`src/rtl/core/tacd_fifo.sv`:
```
// Small register-based queue used between the stages of the deframer.
// Depends on nothing; DEPTH must be a power of two.
module tacd_fifo #(
	parameter int W = 8,
	parameter int DEPTH = 4
) (
	input  logic                       clk,
	input  logic                       arst_n,
	input  logic                       wr_en,
	input  logic [W-1:0]               wr_data,
	output logic                       full,
	input  logic                       rd_en,
	output logic [W-1:0]               rd_data,
	output logic                       empty,
	output logic [$clog2(DEPTH+1)-1:0] count
);
	localparam int AW = $clog2(DEPTH);
	localparam int CW = $clog2(DEPTH + 1);

	logic [W-1:0]  mem_q [DEPTH];
	logic [AW-1:0] wr_ptr_q, rd_ptr_q;
	logic [CW-1:0] count_q;
	logic          do_wr, do_rd;

	assign full    = (count_q == CW'(DEPTH));
	assign empty   = (count_q == '0);
	assign count   = count_q;
	assign rd_data = mem_q[rd_ptr_q];
	assign do_wr   = wr_en && !full;
	assign do_rd   = rd_en && !empty;

	always_ff @(posedge clk) begin
		if (do_wr) begin
			mem_q[wr_ptr_q] <= wr_data;
		end
	end

	always_ff @(posedge clk or negedge arst_n) begin
		if (!arst_n) begin
			wr_ptr_q <= '0;
			rd_ptr_q <= '0;
			count_q  <= '0;
		end else begin
			if (do_wr) begin
				wr_ptr_q <= wr_ptr_q + AW'(1);
			end
			if (do_rd) begin
				rd_ptr_q <= rd_ptr_q + AW'(1);
			end
			if (do_wr && !do_rd) begin
				count_q <= count_q + CW'(1);
			end else if (do_rd && !do_wr) begin
				count_q <= count_q - CW'(1);
			end
		end
	end
endmodule

```
`config.mk`:
```
export PLATFORM = sky130hd
export DESIGN_NAME = tacd_fifo
export DESIGN_NICKNAME = d
export VERILOG_FILES = /design/src/rtl/core/tacd_fifo.sv
export SDC_FILE = /design/constraint.sdc
export NUM_CORES = 1
export LEC_CHECK = 0
export BUFFER_PORTS_ARGS = -buffer_cell sky130_fd_sc_hd__buf_4
export CORE_MARGIN = 2
export CORE_UTILIZATION = 54
export DETAILED_ROUTE_END_ITERATION = 10
export PLACE_DENSITY = 0.74
export SYNTH_ARGS = -nofsm -noshare
export SYNTH_HDL_FRONTEND = slang
export SYNTH_SLANG_ARGS = --single-unit
```
`constraint.sdc`:
```
create_clock -name clk -period 2.3 [get_ports clk]
set_input_delay 0.23 -clock clk [delete_from_list [all_inputs] [get_ports clk]]
set_output_delay 0.23 -clock clk [all_outputs]
set_load 0.05 [all_outputs]
```
==> results of run 1 <==
[worst max-delay path, stage by stage, from the launching register on]
cell and delay, ns:
sky130_fd_sc_hd__dfrtp_1 0.52, sky130_fd_sc_hd__buf_4 0.24, sky130_fd_sc_hd__mux4_2 0.50, sky130_fd_sc_hd__buf_4 0.20
[synth_stat cells]
cell type,number
sky130_fd_sc_hd__edfxtp_1,32
sky130_fd_sc_hd__mux4_2,8
sky130_fd_sc_hd__dfrtp_1,7
sky130_fd_sc_hd__ha_1,5
sky130_fd_sc_hd__and2_2,4
sky130_fd_sc_hd__xnor2_1,4
sky130_fd_sc_hd__inv_1,3
sky130_fd_sc_hd__xor2_1,2
sky130_fd_sc_hd__buf_2,1
sky130_fd_sc_hd__buf_6,1
sky130_fd_sc_hd__clkbuf_1,1
sky130_fd_sc_hd__fa_1,1
sky130_fd_sc_hd__mux2_2,1
sky130_fd_sc_hd__mux2_4,1
sky130_fd_sc_hd__nand2b_1,1
sky130_fd_sc_hd__nand3b_1,1
sky130_fd_sc_hd__nor2_1,1
sky130_fd_sc_hd__nor2b_2,1
sky130_fd_sc_hd__nor3_1,1
sky130_fd_sc_hd__nor3b_4,1
[final cells by class]
| class | count | area [µm²] | area share, % |
|---|---|---|---|
| Clock buffer | 7 | 55.1 | 2.90 |
| Clock inverter | 1 | 5.00 | 0.263 |
| Inverter | 3 | 11.3 | 0.592 |
| Multi-Input combinational cell | 32 | 445 | 23.4 |
| Sequential cell | 39 | 1140 | 60.0 |
| Tap cell | 31 | 38.8 | 2.04 |
| Timing Repair Buffer | 27 | 205 | 10.8 |
[state kept, by name, indices dropped and copies added (netlist names)]
register and count:
count 3, mem_q 32, rd_ptr_q 2, wr_ptr_q 2
[worst max path at each step]
stage	start	end	slack, ns
6_report	rd_ptr_q[0]$_DFFE_PN0P_	rd_data[5]	0.28
5_1_grt	rd_ptr_q[0]$_DFFE_PN0P_	rd_data[6]	0.17
4_1_cts	rd_ptr_q[0]$_DFFE_PN0P_	rd_data[5]	0.24
3_5_place_dp	count[1]$_DFFE_PN0P_	count[2]$_DFFE_PN0P_	0.37
3_3_place_gp	count[1]$_DFFE_PN0P_	count[2]$_DFFE_PN0P_	0.44
2_1_floorplan	count[2]$_DFFE_PN0P_	count[1]$_DFFE_PN0P_	-0.04
[metal layers]
layer,routed length (µm),vias to the layer above
met4,68,0
met5,0,-
li1,-,355
met3,80,6
met2,1200,15
met1,1020,359
[stage by stage]
stage	worst slack, ns	area (µm²)	std cells	hold slack [ns]	TNS [ns]
after floorplan	-0.0392	1620	77	-0.0656	-0.0587
final	0.279	1900	140	0.0948	0
after detailed placement	0.366	1830	131	0.0533	0
after global placement	0.439	1830	131	0.0486	0
after global routing	0.167	1900	140	0.0687	0
after CTS	0.240	1900	140	0.0761	0
[cell families (layout without fill, tap and decap cells)]
logic type                 count (synthesis)  count (layout)  share of synthesized area, %
muxes                                     10              10                          13.0
adders and majority gates                  6               6                          5.20
buffers and inverters                      6              38                          1.97
xor gates and xnor gates                   6               6                          3.31
DFF                                       39              39                          71.5
and+or+nand+nor                           10              10                          5.04
==> impl_summary.md, run 1 <==
Outcome
The run finished with clean final reports.

Finish
The number of fillers in the final layout is 190. In the layout the commonest cells are 32 x sky130_fd_sc_hd__edfxtp_1, 26 x sky130_fd_sc_hd__buf_4, 8 x sky130_fd_sc_hd__mux4_2. The net count reported at finish is about 130. The share of post-route cells with drive strength above 1 is 50.5%.

The number of antenna diodes in the final layout is 0. The area growth from synthesis to layout is 19.6%. The utilization of the core after routing is 68.3%. The most common cell after layout, fill and taps aside is sky130_fd_sc_hd__edfxtp_1.

Clock tree
Once the clock tree was built, the setup fixing pass inserted 0 buffers. The clock reaches the later pin of the worst-skew pair after ~0.33 ns. TritonCTS built the clock tree. The number of hold buffers added after CTS was 1. The clock passes through at most 2 buffers. In this run, CTS created clock tree buffers numbering 5. The deepest level of the CTS H-tree is 2. CTS saw 39 sinks.

The clock-pin slew reported for the worst setup and hold paths after clock tree synthesis is between 0.1 and 0.15 ns. The post-cts gate resize count is 0. The root buffer selected by CTS is sky130_fd_sc_hd__clkbuf_4.

Setup path
The worst path arrival time is roughly 1.8 ns. The critical path is of the reg -> out type. In this run the register-to-register setup slack is between 0.3 and 0.4 ns. The worst setup path is launched from a flop.

Data on the critical path is required at its endpoint by about 2.1 ns. In this run the critical register-to-register path is captured at count[2]$_DFFE_PN0P_. The largest fanout of any net on the critical path is 6.

The worst setup path is captured at an output pin. The startpoint identified for the worst register-to-register timing path is count[1]$_DFFE_PN0P_. The number of cells on the worst reg-to-reg path is 8.

Global route
The initial antenna violation count is 0. Global routing used 5.13% of the available met3 tracks. The all-layer global routing usage is 17.0%. The global-route wire length before repair is roughly 4 mm. The via count of the first global-routing pass is 800.

The largest net degree at the start of global routing is 13. The met2 demand-to-capacity share in global routing is 27.1%. Global routing finished with a remaining overflow of 0. The layer with the highest usage is met2. For this run, global-route usage on met1 was measured as between 20 and 25%.

Timing
Setup repair after global routing left no endpoint under its margin. The final count of hold timing violations is 0. The pin slew with the least headroom to its limit is ~0.41 ns. The final max-slew violation count came to 0. The final worst clock skew is 0.00810 ns. The worst pin sits at a relative slew slack of 72.5%. The shortest period the worst path allows is approximately 2 ns. Derived from the worst setup path, the maximum achievable clock frequency is roughly 500 MHz. Setup violations remaining at the end of the flow were counted as 0. The final period utilization is 87.9%.

Floorplan
The overall die area is between 0.003 and 0.004 mm². 25 I/O pins were placed. The placeable core region is ~0.0028 mm². The die width is about 58 µm. The total number of placement rows is 19.

For this configuration, the core starts out at a cell density of 57.1%. The die is 58.2 µm tall.

Min path
The startpoint of the tightest hold check path is wr_data[4]. The worst hold path terminates at mem_q[0][4]$_DFFE_PP_. The path category of the worst min-delay check is in -> reg. Counting instances, the worst hold path has a depth of 1.

Place
The placed wire-length estimate is approximately 1.7 mm. Buffers placed on the I/O ports in this run total 24. Routability-driven placement finished with a final weighted congestion of ~0.8.

Detailed routing
After the first detailed-routing iteration, the DRC count stood at 10. The detailed-route DRC error count is 0. In the routed layout, each cell is associated on average with a via count of around 5.3. The detailed-router iteration count before antenna repair is 2. The count of nets left with antenna violations once routing finished came out at 0. The detailed-route via count is 735. After detailed routing, the average wire length per cell comes to approximately 17 µm. The total length of routed wires is roughly 2.4 mm.

Yosys
Yosys printed 0 warnings. In this run the biggest area consumer among cell types represents 60.5% of the synthesized area. Synthesis produced a netlist whose cell count is slightly below 80. Ranked by total cell area, the synthesized netlist is headed by sky130_fd_sc_hd__edfxtp_1 60%, sky130_fd_sc_hd__mux4_2 11%, sky130_fd_sc_hd__dfrtp_1 11%, sky130_fd_sc_hd__ha_1 3.9%, sky130_fd_sc_hd__xnor2_1 2.2%. The synthesized area divided by synthesized cell count is just over 20 µm². The share of the Yosys chip area taken by registers is 71.5%.

The synthesized design contains 39 register bits. The number of distinct library cells after synthesis is 20. The mapped netlist covers around 0.0016 mm².

The biggest area contributor in the post-synthesis netlist is sky130_fd_sc_hd__edfxtp_1. The post-synth net total is 95.

Run
Max-cap violations in this run came to 0.
Power of run 1 is left out: the tool's default activity adds up to more than one toggle a clock period on the data nets, which glitch-free logic cannot reach.
==> run 2, diff against run 1 <==
Settings changed: REMOVE_ABC_BUFFERS set to 1.
==> run 2 against run 1 <==
Compared with the run above:
- design area decreased by 2.0%
- cell count unchanged
- wire length increased by 5.3%
- clock skew increased by 0.0048 ns
- count of clock-buffer cells in the layout unchanged
- via count increased by 5.6%
- core utilization decreased by 1.3 points
- non-clock buffer count unchanged
- sequential share of layout area increased by 1.0 points
- worst hold slack got worse by 0.013 ns
- largest cell class unchanged
- highest routed layer unchanged
==> impl_summary.md, run 2 (same netlist as run 1, synthesis figures left out) <==
Clock tree
The root buffer selected by CTS is sky130_fd_sc_hd__clkbuf_4. Buffers inserted during clock tree synthesis total 5. The clock latency on the worst-skew pair is between 0.3 and 0.4 ns.

The CTS sink count is 39. The longest clock path from root to sink contains 2 buffers. In this run, post-CTS repair resized a total of 0 instances. The deepest level of the CTS H-tree is 2. The clock-pin slew reported for the worst setup and hold paths after clock tree synthesis is roughly 0.11 ns.

After clock tree synthesis, the flow added hold-fix buffers numbering 1. The TritonCTS clock tree is yes. In this run the post-CTS setup repair buffer count came out at 0.

Setup path
In this run the register-to-register setup slack is 0.17 ns. The startpoint identified for the worst register-to-register timing path is count[0]$_DFFE_PN0P_. The startpoint kind of the worst setup timing path is a flop. Data arrives at the worst endpoint at ~2.4 ns.

The critical path's slowest cell is sky130_fd_sc_hd__dfrtp_1. The signal on the critical path passes through nor3_1, nand2b_1, ha_1, inv_1, fa_1, xor2_1, nor2_1, xor2_1. In this design, the critical path's most frequently occurring cell is sky130_fd_sc_hd__xor2_1. By startpoint and endpoint, the worst setup path is classified as reg -> reg. Data on the critical path is required at its endpoint by 2.56 ns. For the worst flop-to-flop path, the logic depth is 8. The worst setup path startpoint is count[0]$_DFFE_PN0P_. The type of element capturing the critical path is a flop. Along the worst path, the maximum fanout reaches 5. The top cell family by delay on the critical path is simple AND/OR/NAND/NOR gates.

The count of buffering cells on the critical path with inverters included is 1. The worst reg2reg path endpoint is count[2]$_DFFE_PN0P_. The stage delay of the slowest cell on the critical path is between 0.4 and 0.5 ns.

Pwr
Dividing total power by cell area gives a power density of 1460 mW/mm². The worst-case IR drop observed on VDD is between 1 and 1.5 mV. Summed over all cells, the static leakage comes to 0.707 nW.

Floorplan
The overall die area is between 0.003 and 0.004 mm². The floorplan step set the die height to 58.2 µm. The placeable core region is 0.00278 mm². The floorplan step set the die width to about 58 µm. In this run the count of I/O pins placed on the die edge is 25.

The initial cell density of the core is 57.1%. The total number of placement rows is 19.

Global route
The first global-routing pass estimated between 3 and 4 mm of wire. Global routing finished with a remaining overflow of 0. The via count of the first global-routing pass is ~850.

The largest net degree at the start of global routing is 12. The all-layer global routing usage is approximately 17%. The initial antenna violation count was 0.

Finish
The register bank with the most flops is mem_q. Compared with the post-synthesis result, the final layout area differs by 17.2%. Cells fill about two thirds of the core in the end. In the layout the commonest cells are 32 x sky130_fd_sc_hd__edfxtp_1, 26 x sky130_fd_sc_hd__buf_4, 8 x sky130_fd_sc_hd__mux4_2. The register with the most flip-flops in the layout has 32 of them.

In the final layout, the share of cells above drive strength 1 is approximately 44%. At the end of the flow, the number of nets in the layout was roughly 130. Leaving out fill and tap cells, the most frequent cell in the layout is sky130_fd_sc_hd__edfxtp_1. The repair_antennas step left the layout with diodes totalling 0.

The finished layout holds 140 standard cells, fillers aside. The number of fillers in the final layout is about 200.

Timing
For the pin with the worst max-slew slack, the measured transition is between 0.5 and 0.6 ns. The achievable clock frequency is around 470 MHz. Dividing the final minimum period by the clock period gives 92.6%. The total of endpoints with negative setup slack in the final report is 0. The final count of hold timing violations came to 0. Setup repair after global routing left no endpoint under its margin. The shortest period the worst path allows is ~2.1 ns. The worst slew margin relative to its limit is 63.7%. The final-layout setup total negative slack is 0 ns. Between clock sinks in the finished design, the worst skew comes to ~0.013 ns. The worst setup slack after layout is 0.171 ns. The final max-slew violation count is 0.

Place
The count of buffers added on input and output ports is 24. Including well taps, the total number of placed cells is roughly 130. The placer congestion estimate is 0.753. Before CTS, the worst setup slack after placement is 0.218 ns.

Detailed routing
Dividing the detail-routed via count by the number of cells gives roughly 5.5. The detailed-router iteration count before antenna repair is 4. The total length of routed wires is about 2.5 mm. The count of nets left with antenna violations after detail routing is 0.

In the final routed layout, each cell accounts on average for between 15 and 20 µm. The detailed-route via count is about 780. After detailed routing, the number of remaining DRC violations is 0.

The number of violations reported at the end of detailed-routing iteration 0 is 19.

Min path
Counting instances, the worst hold path has a depth of 1. The startpoint of the tightest hold check path is wr_data[0]. The end of the worst hold path is mem_q[0][0]$_DFFE_PP_. The path category of the worst min-delay check is in -> reg.

Outcome
The run finished with clean final reports.

Run
The count of maximum capacitance violations is 0.
## run 2: worst reg2reg max path: cells and delay by family, from the launching register on
kind	cells	cell delay (ns)
simple gates	3	0.66
fa+ha+maj	2	0.56
flops	1	0.49
xor+xnor	2	0.30
buf+inv	1	0.06
## run 2: through the flow
step	area (µm²)	total power (W)	hold slack (ns)
global placement	1800	0.00240	0.0483
CTS	1860	0.00275	0.0736
finish	1860	0.00272	0.0821
global route	1860	0.00285	0.0593
detailed placement	1800	0.00242	0.0489
floorplan	1570	0.00204	-0.0656
## run 2: layout make-up
| type | instances | area [µm²] | area share, % |
|---|---|---|---|
| clock inverters | 1 | 5.00 | 0.269 |
| multi-input cells | 32 | 422 | 22.6 |
| inverters | 3 | 11.3 | 0.604 |
| repair buffers | 27 | 205 | 11.0 |
| well taps | 31 | 38.8 | 2.08 |
| flip-flops and latches | 39 | 1140 | 61.0 |
| clock buffers | 7 | 45.0 | 2.42 |
## run 2: worst max-delay path by stage
stage                                 to  slack, ns  cells after the start
CTS                 count[2]$_DFFE_PN0P_       0.17                      8
global route        count[2]$_DFFE_PN0P_       0.07                      8
floorplan           count[2]$_DFFE_PN0P_      -0.88                      8
detailed placement  count[2]$_DFFE_PN0P_       0.22                      8
global placement    count[2]$_DFFE_PN0P_       0.34                      8
finish              count[2]$_DFFE_PN0P_       0.17                      8
## run 2: metal layers
metal  GRT usage, %  part of all wire (%)  vias up
met5              0                     0        -
met1           20.4                    42      396
li1               -                     -      356
met3           7.37                   5.2        6
met4           6.98                   1.8        0
met2           27.4                    51       18
## run 2: report_power, final
part / switching (W) / internal, W
clock network: 0.000205 / 0.000119
registers: 0.000169 / 0.000956
logic: 0.000761 / 0.000505
total: 0.00113 / 0.00158
No activity file was read; power rests on OpenSTA's default activity.
